===== src/mbe_pkg.sv =====
// ----------------------------------------------------------------------------
// mbe_pkg
// Types, sizes and helper functions shared by the escape-time point evaluator.
// ----------------------------------------------------------------------------
`default_nettype none

package mbe_pkg;

  // Sizes of the fixed-point formats and of the count.
  localparam int FRAC_BITS   = 28;
  localparam int COORD_WIDTH = 32;
  localparam int COUNT_WIDTH = 16;
  localparam int INNER_W     = FRAC_BITS + 8;   // Q8.FRAC working values
  localparam int WIDE_W      = INNER_W + 2;     // room for one add before saturation
  localparam int MUL_W       = FRAC_BITS + 3;   // operand once |v| <= 2.0
  localparam int PROD_W      = 2 * MUL_W;
  localparam int XX_W        = FRAC_BITS + 3;   // truncated square, at most 4.0
  localparam int XY_W        = FRAC_BITS + 5;   // doubled cross term, floor rounded
  localparam int RED_W       = 6;
  localparam int GREEN_W     = 8;
  localparam int BLUE_W      = 8;
  localparam int QUO_W       = 8;               // every colour quotient is below 256
  localparam int DIVD_W      = COUNT_WIDTH + QUO_W;
  localparam int STEP_W      = 3;

  localparam logic [COUNT_WIDTH-1:0] MAX_ITER_RESET = COUNT_WIDTH'(1000);
  localparam logic [7:0] RED_SCALE   = 8'd55;
  localparam logic [7:0] GREEN_SCALE = 8'd155;
  localparam logic [7:0] BLUE_SCALE  = 8'd255;

  localparam logic signed [INNER_W-1:0] FIX_TWO  = INNER_W'(64'd2 << FRAC_BITS);
  localparam logic signed [INNER_W-1:0] FIX_NTWO = -FIX_TWO;
  localparam logic [XX_W:0]             FIX_FOUR = (XX_W + 1)'(64'd4 << FRAC_BITS);
  localparam logic signed [WIDE_W-1:0]  WIDE_MAX = WIDE_W'((64'd1 << (INNER_W - 1)) - 64'd1);
  localparam logic signed [WIDE_W-1:0]  WIDE_MIN = -WIDE_MAX - WIDE_W'(1);

  // One input beat.
  typedef struct packed {
    logic signed [COORD_WIDTH-1:0] point_re;
    logic signed [COORD_WIDTH-1:0] point_im;
  } in_beat_t;

  // One result beat.
  typedef struct packed {
    logic [COUNT_WIDTH-1:0] iteration_count;
    logic [RED_W-1:0]       red_level;
    logic [GREEN_W-1:0]     green_level;
    logic [BLUE_W-1:0]      blue_level;
  } out_beat_t;

  // A queued point with the limit that was in force when it arrived.
  typedef struct packed {
    logic signed [COORD_WIDTH-1:0] point_re;
    logic signed [COORD_WIDTH-1:0] point_im;
    logic [COUNT_WIDTH-1:0]        limit;
    logic                          skip;      // zero limit: no iteration
  } job_t;

  // Finished iteration handed to the colour stage.
  typedef struct packed {
    logic [COUNT_WIDTH-1:0] count;
    logic [COUNT_WIDTH-1:0] limit;
  } done_t;

  // Clamp a widened sum to the Q8 working range.
  function automatic logic signed [INNER_W-1:0] sat_inner(input logic signed [WIDE_W-1:0] v);
    logic signed [INNER_W-1:0] r;
    if (v > WIDE_MAX) begin
      r = WIDE_MAX[INNER_W-1:0];
    end else if (v < WIDE_MIN) begin
      r = WIDE_MIN[INNER_W-1:0];
    end else begin
      r = v[INNER_W-1:0];
    end
    return r;
  endfunction

endpackage

`default_nettype wire


===== src/mbe_front.sv =====
// ----------------------------------------------------------------------------
// mbe_front
// Accepts point beats, tags each with the current limit and a skip flag, and
// holds them in a two-entry queue for the iteration engine.
// ----------------------------------------------------------------------------
`default_nettype none

module mbe_front (
  input  wire logic                             clk,
  input  wire logic                             rst_n,
  input  wire logic                             in_valid,
  output logic                                  in_ready,
  input  wire mbe_pkg::in_beat_t                in_data,
  input  wire logic [mbe_pkg::COUNT_WIDTH-1:0]  limit,
  output logic                                  job_valid,
  input  wire logic                             job_ready,
  output mbe_pkg::job_t                         job
);
  import mbe_pkg::*;

  job_t       slot_r [2];
  logic       wr_r;
  logic       rd_r;
  logic [1:0] cnt_r;
  logic       push;
  logic       pop;
  job_t       entry;

  // Queue status.
  assign in_ready  = (cnt_r != 2'd2);
  assign job_valid = (cnt_r != 2'd0);
  assign job       = slot_r[rd_r];
  assign push      = in_valid && in_ready;
  assign pop       = job_valid && job_ready;

  // Classify the incoming point.
  always_comb begin
    entry.point_re = in_data.point_re;
    entry.point_im = in_data.point_im;
    entry.limit    = limit;
    entry.skip     = (limit == '0);
  end

  // Queue storage.
  always_ff @(posedge clk) begin
    if (push) begin
      slot_r[wr_r] <= entry;
    end
  end

  // Queue pointers and fill count.
  always_ff @(posedge clk) begin
    if (!rst_n) begin
      wr_r  <= 1'b0;
      rd_r  <= 1'b0;
      cnt_r <= 2'd0;
    end else begin
      if (push) begin
        wr_r <= ~wr_r;
      end
      if (pop) begin
        rd_r <= ~rd_r;
      end
      if (push && !pop) begin
        cnt_r <= cnt_r + 2'd1;
      end else if (pop && !push) begin
        cnt_r <= cnt_r - 2'd1;
      end
    end
  end

endmodule

`default_nettype wire


===== config.mk =====
export PLATFORM = sky130hd
export DESIGN_NAME = mbe_front
export DESIGN_NICKNAME = d
export VERILOG_FILES = /design/src/mbe_pkg.sv /design/src/mbe_front.sv
export SDC_FILE = /design/constraint.sdc
export NUM_CORES = 1
export LEC_CHECK = 0
export ABC_AREA = 1
export BUFFER_PORTS_ARGS = -buffer_cell sky130_fd_sc_hd__buf_2
export CAP_MARGIN = 10
export CELL_PAD_IN_SITES_DETAIL_PLACEMENT = 2
export CELL_PAD_IN_SITES_GLOBAL_PLACEMENT = 2
export CORE_ASPECT_RATIO = 1.4
export CORE_MARGIN = 1.5
export CORE_UTILIZATION = 42
export DETAILED_ROUTE_END_ITERATION = 8
export PLACE_DENSITY_LB_ADDON = 0.1
export SLEW_MARGIN = 10
export SYNTH_ARGS = -nofsm -noshare
export SYNTH_HDL_FRONTEND = slang
export SYNTH_SLANG_ARGS = --single-unit

===== constraint.sdc =====
create_clock -name clk -period 8.99 [get_ports clk]
set_input_delay 0.4495 -clock clk [delete_from_list [all_inputs] [get_ports clk]]
set_output_delay 0.4495 -clock clk [all_outputs]
set_load 0.03 [all_outputs]

==> run summary <==
Hold Fails Final Rpt: 0
Number of register bits inferred by synthesis: 167
Static power due to leakage: 3.19 nW
Post-layout net count: 564
Number of buffers added to fix hold violations after cts: 0
Relative slew slack: 25.5%
Area grow syn2layout: 23.3%
Final max-slew violation count: 0
Routed length per instance: 21.2 um
Maximum buffer depth of the clock tree: 2
TNS Setup: 0 ps
Post-layout utilization of the core: 53.3%
Initial antenna violation count: 1
Share of the clock period used by the worst path: 33.9%
Hold path startpoint: in_data[52]
Number of core rows: 53
Worst reg2reg path startpoint: cnt_r[0]
Most used standard cell by instance count after synthesis: sky130_fd_sc_hd__edfxtp_1
Detailed-route via count: 3253
Class of the most critical hold timing path: in2reg
Post-CTS sizing: 0
Worst setup skew after layout: 8.98 ps
ANT nets after route: 0
Last weighted congestion value of the routability-driven placer: 0.673
Count of boundary I/O pins: 167
Data arrival time of the worst path: 2600 ps
CTS tree: done
Effective utilization at floorplan: 43.2%
Detailed-router iteration count before antenna repair: 4
Clk pin slew, worst setup/hold paths: 70 ps
Slew at the pin closest to its max-slew limit: 1120 ps
Core area: 0.0151 mm^2
Number of maximum-capacitance constraint violations: 0
Crit-path slowest cell: sky130_fd_sc_hd__buf_4
Worst vdd ir: 0.194 mV
Seq. cell area: 0.00497 mm^2
Worst setup EP type: output port
CP Launch Type: register
Unrepaired setup endpoints after global routing: no
Violation count after the first detailed-routing iteration: 84
Routed via count divided by cell count: 4.75
Share of synthesized registers carrying an async set or reset: 0%
Post-synth EDFFs: 162
Cells after Synth: 300
Power Density: 306 mW/mm^2
Total routing resource utilization after global routing: 18.3%
Height of the die: 151 um
Distinct cell type count after synthesis: 15
Footprint of the multi-input gates: 0.00138 mm^2
Post-synthesis instance area: 0.00654 mm^2
Half-perimeter wire length after placement: 9640 um
Critical path class: reg2out
Sum of buffers and inverters on the critical path: 2
Final Power: 2.46 mW
Number of buffers inserted to repair setup after CTS: 0
Global-route wire length before repair: 21000 um
Synthesized net count: 385
Total DRC errors in the routed layout: 0
Number of clock buffers inserted by TritonCTS: 17
Timing-limited maximum frequency: 0.328 GHz
Number of global-route vias before repair: 3643
Worst path top cell family by delay: buffers and inverters
Die span in x: 108 um
Total Routed Length: 14500 um
CTS Root Cell: sky130_fd_sc_hd__clkbuf_16
Flip-flop cell with the highest count after synthesis: sky130_fd_sc_hd__edfxtp_1
Most used standard cells in the synthesized netlist: sky130_fd_sc_hd__edfxtp_1 (162), sky130_fd_sc_hd__mux2_4 (80), sky130_fd_sc_hd__nor2_1 (17), sky130_fd_sc_hd__nand2_1 (9)
Number of sinks driven by the clock tree: 167
Number of input and output port buffers inserted: 166
Biggest area contributors in the synthesized netlist: sky130_fd_sc_hd__edfxtp_1 (74%), sky130_fd_sc_hd__mux2_4 (18%), sky130_fd_sc_hd__buf_12 (2.5%), sky130_fd_sc_hd__dfxtp_1 (1.5%), sky130_fd_sc_hd__nor2_1 (0.98%)
CP max FO: 58
Worst R2R Setup Slack: 6850 ps
Cell chain of the critical path: buf_4 > mux2_4 > buf_2
Top-area cell type share of the netlist area: 74.4%
Status: completed
Average cell area after synthesis: 21.8 um^2
Slowest cell delay on critical path: 880 ps
Syn. warnings: 0
Final setup fails: 0
Maximum level of the CTS H-tree: 4
Leading area contributor after synthesis: sky130_fd_sc_hd__edfxtp_1
Fill count: 1365
Pin count of the biggest net entering global routing: 82
Clock latency of the later-clocked register in the worst-skew pair: 410 ps
Total Die Area: 0.0163 mm^2
Share of the yosys chip area belonging to registers: 76.0%
Crit path time final: 3050 ps
Required @ worst endpoint: 8540 ps
Total overflow reported by the global router: 0
Share of post-route cells with drive strength above 1: 57.5%
## per-stage QoR
step	worst slack (ps)	hold slack [ps]	instance area, um^2	std cells
floorplan	4280	467	6540	300
global route	5830	206	8060	684
finish	5940	222	8060	685
CTS	5900	210	8060	684
global placement	6380	482	7480	652
detailed placement	6370	514	7480	652
## per-layer routing
layer	track usage, %	up-vias	wire, um
met2	34.1	100	8190
met4	6.12	0	151
met1	20.0	1618	5470
met5	0	-	0
met3	4.46	12	721
li1	-	1523	-
## report_power, final
| group | internal [mW] | switching, mW | total [mW] | leakage, nW |
|---|---|---|---|---|
| Clock | 0.412 | 0.302 | 0.714 | 0.279 |
| Combinational | 0.272 | 0.438 | 0.710 | 1.36 |
| Sequential | 0.988 | 0.0521 | 1.04 | 1.55 |
## sequential cells by signal (all words and copies together) (netlist names), named ones only
register,cells
wr_r,1
cnt_r,2
slot_r,162
rd_r,1
## cells by family after synthesis
logic type / count (synthesis) / synth area share [%]
AOI/OAI and AO/OA: 4 / 0.345
adders and majority gates: 1 / 0.191
buffers and inverters: 17 / 3.08
DFF: 167 / 76.0
muxes: 81 / 18.6
and+or+nand+nor: 30 / 1.86
## worst register-to-register path: stages, from the launching register on
cell	delay (ps)
sky130_fd_sc_hd__dfxtp_1	370
sky130_fd_sc_hd__inv_1	110
sky130_fd_sc_hd__nand2_1	100
sky130_fd_sc_hd__nand2_1	160
sky130_fd_sc_hd__nor2_4	110
sky130_fd_sc_hd__buf_4	820
## path summary, 6_finish.rpt
check                                endpoint  depth (start not counted)
worst min register to register           rd_r                          2
worst max register to register  slot_r[0][38]                          5
worst min-delay path            slot_r[0][69]                          1
worst max-delay path                  job[38]                          3
## cell type report
cell class | instances | area share (%)
antenna | 1 | 0.0311
clock buffer | 18 | 5.33
clock inverter | 14 | 1.86
inverter | 8 | 0.373
multi-input combinational | 116 | 17.2
sequential | 167 | 61.7
tap | 192 | 2.98
timing repair buffer | 169 | 10.6
## layout by cell type (no fill, tap or decap)
cell,n
sky130_fd_sc_hd__bufinv_16,2
sky130_fd_sc_hd__dfxtp_1,4
sky130_fd_sc_hd__nor2_1,15
sky130_fd_sc_hd__nand2_1,9
sky130_fd_sc_hd__clkbuf_1,1
sky130_fd_sc_hd__mux2_2,1
sky130_fd_sc_hd__clkinvlp_4,2
sky130_fd_sc_hd__clkbuf_16,17
sky130_fd_sc_hd__clkinv_2,2
sky130_fd_sc_hd__nand4_1,3
sky130_fd_sc_hd__diode_2,1
sky130_fd_sc_hd__inv_6,4
sky130_fd_sc_hd__o21ai_0,2
sky130_fd_sc_hd__clkinv_4,3
sky130_fd_sc_hd__dfxtp_4,1
sky130_fd_sc_hd__edfxtp_1,162
sky130_fd_sc_hd__buf_2,166
sky130_fd_sc_hd__ha_1,1
sky130_fd_sc_hd__buf_4,3
sky130_fd_sc_hd__inv_1,8
sky130_fd_sc_hd__mux2_4,80
sky130_fd_sc_hd__o21a_1,1
sky130_fd_sc_hd__a21oi_1,1
sky130_fd_sc_hd__clkinv_1,1
sky130_fd_sc_hd__nand3_1,1
sky130_fd_sc_hd__nor2_4,2
(Power assumes the default switching activity.)
