### src/mbe_pkg.sv
// ----------------------------------------------------------------------------
// mbe_pkg
// Types, sizes and helper functions shared by the escape-time point evaluator.
// ----------------------------------------------------------------------------
`default_nettype none

package mbe_pkg;

  // Sizes of the fixed-point formats and of the count.
  localparam int FRAC_BITS   = 28;
  localparam int COORD_WIDTH = 32;
  localparam int COUNT_WIDTH = 16;
  localparam int INNER_W     = FRAC_BITS + 8;   // Q8.FRAC working values
  localparam int WIDE_W      = INNER_W + 2;     // room for one add before saturation
  localparam int MUL_W       = FRAC_BITS + 3;   // operand once |v| <= 2.0
  localparam int PROD_W      = 2 * MUL_W;
  localparam int XX_W        = FRAC_BITS + 3;   // truncated square, at most 4.0
  localparam int XY_W        = FRAC_BITS + 5;   // doubled cross term, floor rounded
  localparam int RED_W       = 6;
  localparam int GREEN_W     = 8;
  localparam int BLUE_W      = 8;
  localparam int QUO_W       = 8;               // every colour quotient is below 256
  localparam int DIVD_W      = COUNT_WIDTH + QUO_W;
  localparam int STEP_W      = 3;

  localparam logic [COUNT_WIDTH-1:0] MAX_ITER_RESET = COUNT_WIDTH'(1000);
  localparam logic [7:0] RED_SCALE   = 8'd55;
  localparam logic [7:0] GREEN_SCALE = 8'd155;
  localparam logic [7:0] BLUE_SCALE  = 8'd255;

  localparam logic signed [INNER_W-1:0] FIX_TWO  = INNER_W'(64'd2 << FRAC_BITS);
  localparam logic signed [INNER_W-1:0] FIX_NTWO = -FIX_TWO;
  localparam logic [XX_W:0]             FIX_FOUR = (XX_W + 1)'(64'd4 << FRAC_BITS);
  localparam logic signed [WIDE_W-1:0]  WIDE_MAX = WIDE_W'((64'd1 << (INNER_W - 1)) - 64'd1);
  localparam logic signed [WIDE_W-1:0]  WIDE_MIN = -WIDE_MAX - WIDE_W'(1);

  // One input beat.
  typedef struct packed {
    logic signed [COORD_WIDTH-1:0] point_re;
    logic signed [COORD_WIDTH-1:0] point_im;
  } in_beat_t;

  // One result beat.
  typedef struct packed {
    logic [COUNT_WIDTH-1:0] iteration_count;
    logic [RED_W-1:0]       red_level;
    logic [GREEN_W-1:0]     green_level;
    logic [BLUE_W-1:0]      blue_level;
  } out_beat_t;

  // A queued point with the limit that was in force when it arrived.
  typedef struct packed {
    logic signed [COORD_WIDTH-1:0] point_re;
    logic signed [COORD_WIDTH-1:0] point_im;
    logic [COUNT_WIDTH-1:0]        limit;
    logic                          skip;      // zero limit: no iteration
  } job_t;

  // Finished iteration handed to the colour stage.
  typedef struct packed {
    logic [COUNT_WIDTH-1:0] count;
    logic [COUNT_WIDTH-1:0] limit;
  } done_t;

  // Clamp a widened sum to the Q8 working range.
  function automatic logic signed [INNER_W-1:0] sat_inner(input logic signed [WIDE_W-1:0] v);
    logic signed [INNER_W-1:0] r;
    if (v > WIDE_MAX) begin
      r = WIDE_MAX[INNER_W-1:0];
    end else if (v < WIDE_MIN) begin
      r = WIDE_MIN[INNER_W-1:0];
    end else begin
      r = v[INNER_W-1:0];
    end
    return r;
  endfunction

endpackage

`default_nettype wire

### src/mbe_shade.sv
// ----------------------------------------------------------------------------
// mbe_shade
// Colour stage: three restoring dividers, one quotient bit a cycle, scale the
// count to the red, green and blue levels, then an output register.
// ----------------------------------------------------------------------------
`default_nettype none

module mbe_shade (
  input  wire logic           clk,
  input  wire logic           rst_n,
  input  wire logic           res_valid,
  output logic                res_ready,
  input  wire mbe_pkg::done_t res,
  output logic                out_valid,
  input  wire logic           out_ready,
  output mbe_pkg::out_beat_t  out_data
);
  import mbe_pkg::*;

  typedef enum logic [1:0] {S_IDLE, S_DIV, S_PUT} state_t;

  state_t                  state_r;
  logic [STEP_W-1:0]       step_r;
  logic [DIVD_W-1:0]       div_r;
  logic [DIVD_W-1:0]       rem_red_r;
  logic [DIVD_W-1:0]       rem_grn_r;
  logic [DIVD_W-1:0]       rem_blu_r;
  logic [QUO_W-1:0]        q_red_r;
  logic [QUO_W-1:0]        q_grn_r;
  logic [QUO_W-1:0]        q_blu_r;
  logic [COUNT_WIDTH-1:0]  count_r;
  logic                    zero_r;
  logic                    out_valid_r;
  out_beat_t               out_r;
  logic                    out_free;
  logic                    put_now;
  logic                    ge_red;
  logic                    ge_grn;
  logic                    ge_blu;

  assign res_ready = (state_r == S_IDLE);
  assign out_valid = out_valid_r;
  assign out_data  = out_r;
  assign out_free  = !out_valid_r || out_ready;
  assign put_now   = (state_r == S_PUT) && out_free;

  // Trial subtractions for this quotient bit.
  assign ge_red = rem_red_r >= div_r;
  assign ge_grn = rem_grn_r >= div_r;
  assign ge_blu = rem_blu_r >= div_r;

  // Divider sequence and output register.
  always_ff @(posedge clk) begin
    if (!rst_n) begin
      state_r     <= S_IDLE;
      out_valid_r <= 1'b0;
    end else begin
      if (put_now) begin
        out_valid_r <= 1'b1;
      end else if (out_valid_r && out_ready) begin
        out_valid_r <= 1'b0;
      end
      case (state_r)
        S_IDLE: begin
          if (res_valid) begin
            count_r   <= res.count;
            zero_r    <= (res.limit == '0);
            div_r     <= {res.limit, {QUO_W{1'b0}}} >> 1;
            rem_red_r <= DIVD_W'(res.count) * DIVD_W'(RED_SCALE);
            rem_grn_r <= DIVD_W'(res.count) * DIVD_W'(GREEN_SCALE);
            rem_blu_r <= DIVD_W'(res.count) * DIVD_W'(BLUE_SCALE);
            q_red_r   <= '0;
            q_grn_r   <= '0;
            q_blu_r   <= '0;
            step_r    <= '0;
            state_r   <= S_DIV;
          end
        end
        S_DIV: begin
          if (ge_red) begin
            rem_red_r <= rem_red_r - div_r;
          end
          if (ge_grn) begin
            rem_grn_r <= rem_grn_r - div_r;
          end
          if (ge_blu) begin
            rem_blu_r <= rem_blu_r - div_r;
          end
          q_red_r <= {q_red_r[QUO_W-2:0], ge_red};
          q_grn_r <= {q_grn_r[QUO_W-2:0], ge_grn};
          q_blu_r <= {q_blu_r[QUO_W-2:0], ge_blu};
          div_r   <= div_r >> 1;
          step_r  <= step_r + STEP_W'(1);
          if (step_r == STEP_W'(QUO_W - 1)) begin
            state_r <= S_PUT;
          end
        end
        S_PUT: begin
          if (out_free) begin
            out_r.iteration_count <= count_r;
            out_r.red_level       <= zero_r ? '0 : q_red_r[RED_W-1:0];
            out_r.green_level     <= zero_r ? '0 : q_grn_r[GREEN_W-1:0];
            out_r.blue_level      <= zero_r ? '0 : q_blu_r[BLUE_W-1:0];
            state_r               <= S_IDLE;
          end
        end
        default: state_r <= S_IDLE;
      endcase
    end
  end

endmodule

`default_nettype wire

### config.mk
export PLATFORM = sky130hd
export DESIGN_NAME = mbe_shade
export DESIGN_NICKNAME = d
export VERILOG_FILES = /design/src/mbe_pkg.sv /design/src/mbe_shade.sv
export SDC_FILE = /design/constraint.sdc
export NUM_CORES = 1
export LEC_CHECK = 0
export ABC_AREA = 1
export BUFFER_PORTS_ARGS = -buffer_cell sky130_fd_sc_hd__buf_2
export CAP_MARGIN = 20
export CORE_AREA = 2 2 211 213
export DETAILED_ROUTE_END_ITERATION = 8
export DIE_AREA = 0 0 213 215
export GPL_TIMING_DRIVEN = 0
export PLACE_DENSITY = 0.64
export SYNTH_ARGS = -nofsm -noshare
export SYNTH_HDL_FRONTEND = slang
export SYNTH_SLANG_ARGS = --single-unit
### constraint.sdc
create_clock -name clk -period 5.77 [get_ports clk]
set_input_delay 0.2885 -clock clk [delete_from_list [all_inputs] [get_ports clk]]
set_output_delay 0.2885 -clock clk [all_outputs]
set_load 0.01 [all_outputs]
==> summary.md <==
| Metric | Value |
|---|---|
| Run status | `finished clean` |
| ANT cells | `0` |
| Required time of the worst setup path | `5.99 ns` |
| Starting density of the core | `0.456` |
| Longest Clk Path Bufs | `2` |
| Pin count of the biggest net entering global routing | `35` |
| Post-synth top area cell | `sky130_fd_sc_hd__edfxtp_1` |
| Startpoint types | `primary input` |
| Slew Viols, Final | `0` |
| Type of the setup path with the least slack | `primary input to register` |
| RSZ-0062 raised after global routing | `no` |
| Cell variety after synth | `39` |
| Number of antenna violations at the first check in global routing | `0` |
| CTS-repair resized insts | `0` |
| CTS tree | `built` |
| Total number of placement rows | `77` |
| Floorplan die area | `0.0458 mm^2` |
| Critical path endpoint category | `register` |
| Wirelength per Cell | `16.8 um` |
| Wire length after detailed routing | `57.6 mm` |
| CTS Buf Count | `17` |
| Count of hold buffers inserted by post-cts repair | `0` |
| Maximum capacitance violations | `0` |
| Area share of the leading cell type in the synthesized netlist | `0.264` |
| Count of antenna-violating nets left after detailed routing | `0` |
| Slew headroom | `0.396` |
| Tightest Pin Transition | `0.906 ns` |
| Worst-case hold slack | `0.0671 ns` |
| Die width | `213 um` |
| Share of the yosys chip area belonging to registers | `0.267` |
| Final global-route overflow total | `0` |
| Clock-pin slew on the worst setup and hold paths | `0.07 ns` |
| IO Pins | `76` |
| Number of failing setup endpoints in the final timing report | `0` |
| Share of final-layout standard cells stronger than drive strength 1 | `0.0617` |
| Net count, final | `3,197` |
| Via count of the first global-routing pass | `16,900` |
| Final Hold Fails | `0` |
| GP Congestion | `0.953` |
| Number of enable flip-flop cells after synthesis | `175` |
| Buffers inserted during post-CTS setup optimization | `0` |
| Iteration-0 DRC count of the detailed router | `1,257` |
| DRC | `0` |
| Sinks on Clock Net | `178` |
| Most used cells in the layout excluding fill and tap cells | `sky130_fd_sc_hd__nand2_1, sky130_fd_sc_hd__inv_1, sky130_fd_sc_hd__nor2_1` |
| Synth async-reset ratio | `0` |
| Synthesized instance count | `2,721` |
| Average size of a mapped cell | `7.31 um^2` |
| H-tree depth | `4` |
| Ratio of final minimum period to clock period | `0.776` |
| Growth of design area from synthesis to finish | `9.37%` |
| Count of synthesis-stage warnings from yosys | `0` |
| Mapped Area | `0.0199 mm^2` |
| Register bit total from synthesis | `178` |
| Filler instances | `4,348` |
| VDD IR max | `0.281 mV` |
| Vias per std cell | `5.08` |
| Largest cells by area after synthesis | `sky130_fd_sc_hd__edfxtp_1, sky130_fd_sc_hd__nand2_1, sky130_fd_sc_hd__fa_1, sky130_fd_sc_hd__ha_1, sky130_fd_sc_hd__inv_1` |
| Timing-limited maximum frequency | `223 MHz` |
| First-pass GRT wire length | `91.1 mm` |
| Clock skew after layout | `0.0196 ns` |
| Overall via count from detail_route | `17,400` |
| Final HPWL from detailed placement | `47.5 mm` |
| Critical path peak fanout | `7` |
| Net count after synthesis | `3,093` |
| Crit path arrival time | `4.70 ns` |
| Floorplan die height | `215 um` |
| Worst-Skew Late Latency | `0.48 ns` |
| Final critical delay including setup and external delays | `4.48 ns` |
| Ratio of total power to cell area | `468 mW/mm^2` |
| Clk Tree Root Cell | `sky130_fd_sc_hd__clkbuf_16` |
| Count of input and output buffers | `75` |
| Total track usage | `0.261` |
| Most common cell after layout, fill and taps aside | `sky130_fd_sc_hd__nand2_1` |
| Dominant synthesized flop cell | `sky130_fd_sc_hd__edfxtp_1` |
| Final Total Pwr | `10,200 uW` |
| Core area | `0.0436 mm^2` |
| HP Class | `primary input to register` |
| Leakage power | `0.0116 uW` |
| Number of optimization iterations in the first detailed-route pass | `5` |
sequential cells by signal, indices dropped and copies added, names as in the netlist:
name / count
out_data: 38
rem_blu_r: 24
rem_grn_r: 24
rem_red_r: 24
div_r: 23
count_r: 16
q_blu_r: 8
q_grn_r: 8
q_red_r: 6
step_r: 3
state_r: 2
out_valid: 1
zero_r: 1
worst paths after layout:
check / from / endpoint / slack (ns) / depth (start not counted)
setup / recovery: res[22] / rem_blu_r[20] / 1.29 / 19
hold / removal: rst_n / out_valid / 0.07 / 2
setup reg to reg: div_r[0] / rem_red_r[16] / 2.60 / 12
hold reg to reg: count_r[2] / out_data[24] / 0.42 / 0
where the power goes:
part	internal (uW)	switching (uW)	total (uW)	leakage, uW
clock network	581	609	1190	0.000281
registers	1790	69.5	1860	0.00168
logic	2390	4750	7150	0.00962
worst max-delay path, cell delays in order:
cell and delay, ns:
sky130_fd_sc_hd__buf_2 0.25, sky130_fd_sc_hd__inv_1 0.23, sky130_fd_sc_hd__fa_1 0.71, sky130_fd_sc_hd__inv_1 0.08
sky130_fd_sc_hd__fa_1 0.49, sky130_fd_sc_hd__fa_1 0.55, sky130_fd_sc_hd__inv_1 0.05, sky130_fd_sc_hd__fa_1 0.53
sky130_fd_sc_hd__inv_1 0.04, sky130_fd_sc_hd__ha_1 0.35, sky130_fd_sc_hd__nand2_1 0.13, sky130_fd_sc_hd__nor2_1 0.20
sky130_fd_sc_hd__nand3_1 0.10, sky130_fd_sc_hd__nand3_1 0.16, sky130_fd_sc_hd__nand2_1 0.10, sky130_fd_sc_hd__nand2_1 0.06
sky130_fd_sc_hd__nand2_1 0.05, sky130_fd_sc_hd__nand3_1 0.19, sky130_fd_sc_hd__nand2_1 0.12
cell type report:
cell class | count | area, um^2 | area share
Timing Repair Buffer | 85 | 505 | 0.0232
Buffer | 23 | 106 | 0.00489
Clock buffer | 18 | 429 | 0.0197
Sequential cell | 178 | 5320 | 0.244
Tap cell | 592 | 741 | 0.0340
Multi-Input combinational cell | 1887 | 12100 | 0.557
Clock inverter | 14 | 165 | 0.00759
Inverter | 633 | 2380 | 0.109
kinds of logic after synthesis:
kind of cell    Yosys count  share of synthesized area
fa+ha+maj               336                      0.263
mux                       1                   0.000503
flops                   178                      0.267
simple gates           1326                      0.279
compound gates          187                     0.0494
xor+xnor                 37                     0.0167
buf+inv                 656                      0.125
cells in the mapped netlist (14+ instances only):
cell type and number:
sky130_fd_sc_hd__a21oi_1 99, sky130_fd_sc_hd__edfxtp_1 175, sky130_fd_sc_hd__fa_1 137, sky130_fd_sc_hd__ha_1 199, sky130_fd_sc_hd__inv_1 631, sky130_fd_sc_hd__nand2_1 828, sky130_fd_sc_hd__nand3_1 147, sky130_fd_sc_hd__nand3b_1 33
sky130_fd_sc_hd__nand4_1 28, sky130_fd_sc_hd__nor2_1 219, sky130_fd_sc_hd__nor2_2 14, sky130_fd_sc_hd__o21ai_0 62, sky130_fd_sc_hd__xor2_1 29
per-stage QoR:
| stage | setup TNS (ns) | area, um^2 | std cells | utilization | setup WS [ns] |
|---|---|---|---|---|---|
| after floorplan | 0 | 19900 | 2721 | - | 1.03 |
| after global placement | -76.38 | 21000 | 3388 | 0.482 | -1.33 |
| after detailed placement | 0 | 21200 | 3398 | 0.485 | 0.875 |
| after CTS | 0 | 21800 | 3430 | 0.499 | 1.38 |
| after global routing | 0 | 21800 | 3430 | 0.499 | 1.11 |
| final | 0 | 21800 | 3430 | 0.499 | 1.29 |
per-layer routing:
metal | track usage | routed length [um] | part of all wire | up-vias
met1 | 0.354 | 25700 | 0.45 | 8259
met5 | 0 | 0 | 0 | -
met4 | 0.0783 | 1300 | 0.023 | 0
li1 | - | - | - | 8648
met3 | 0.0314 | 3230 | 0.056 | 58
met2 | 0.437 | 27300 | 0.47 | 465
Note: power is estimated with default switching activity, not from simulation.
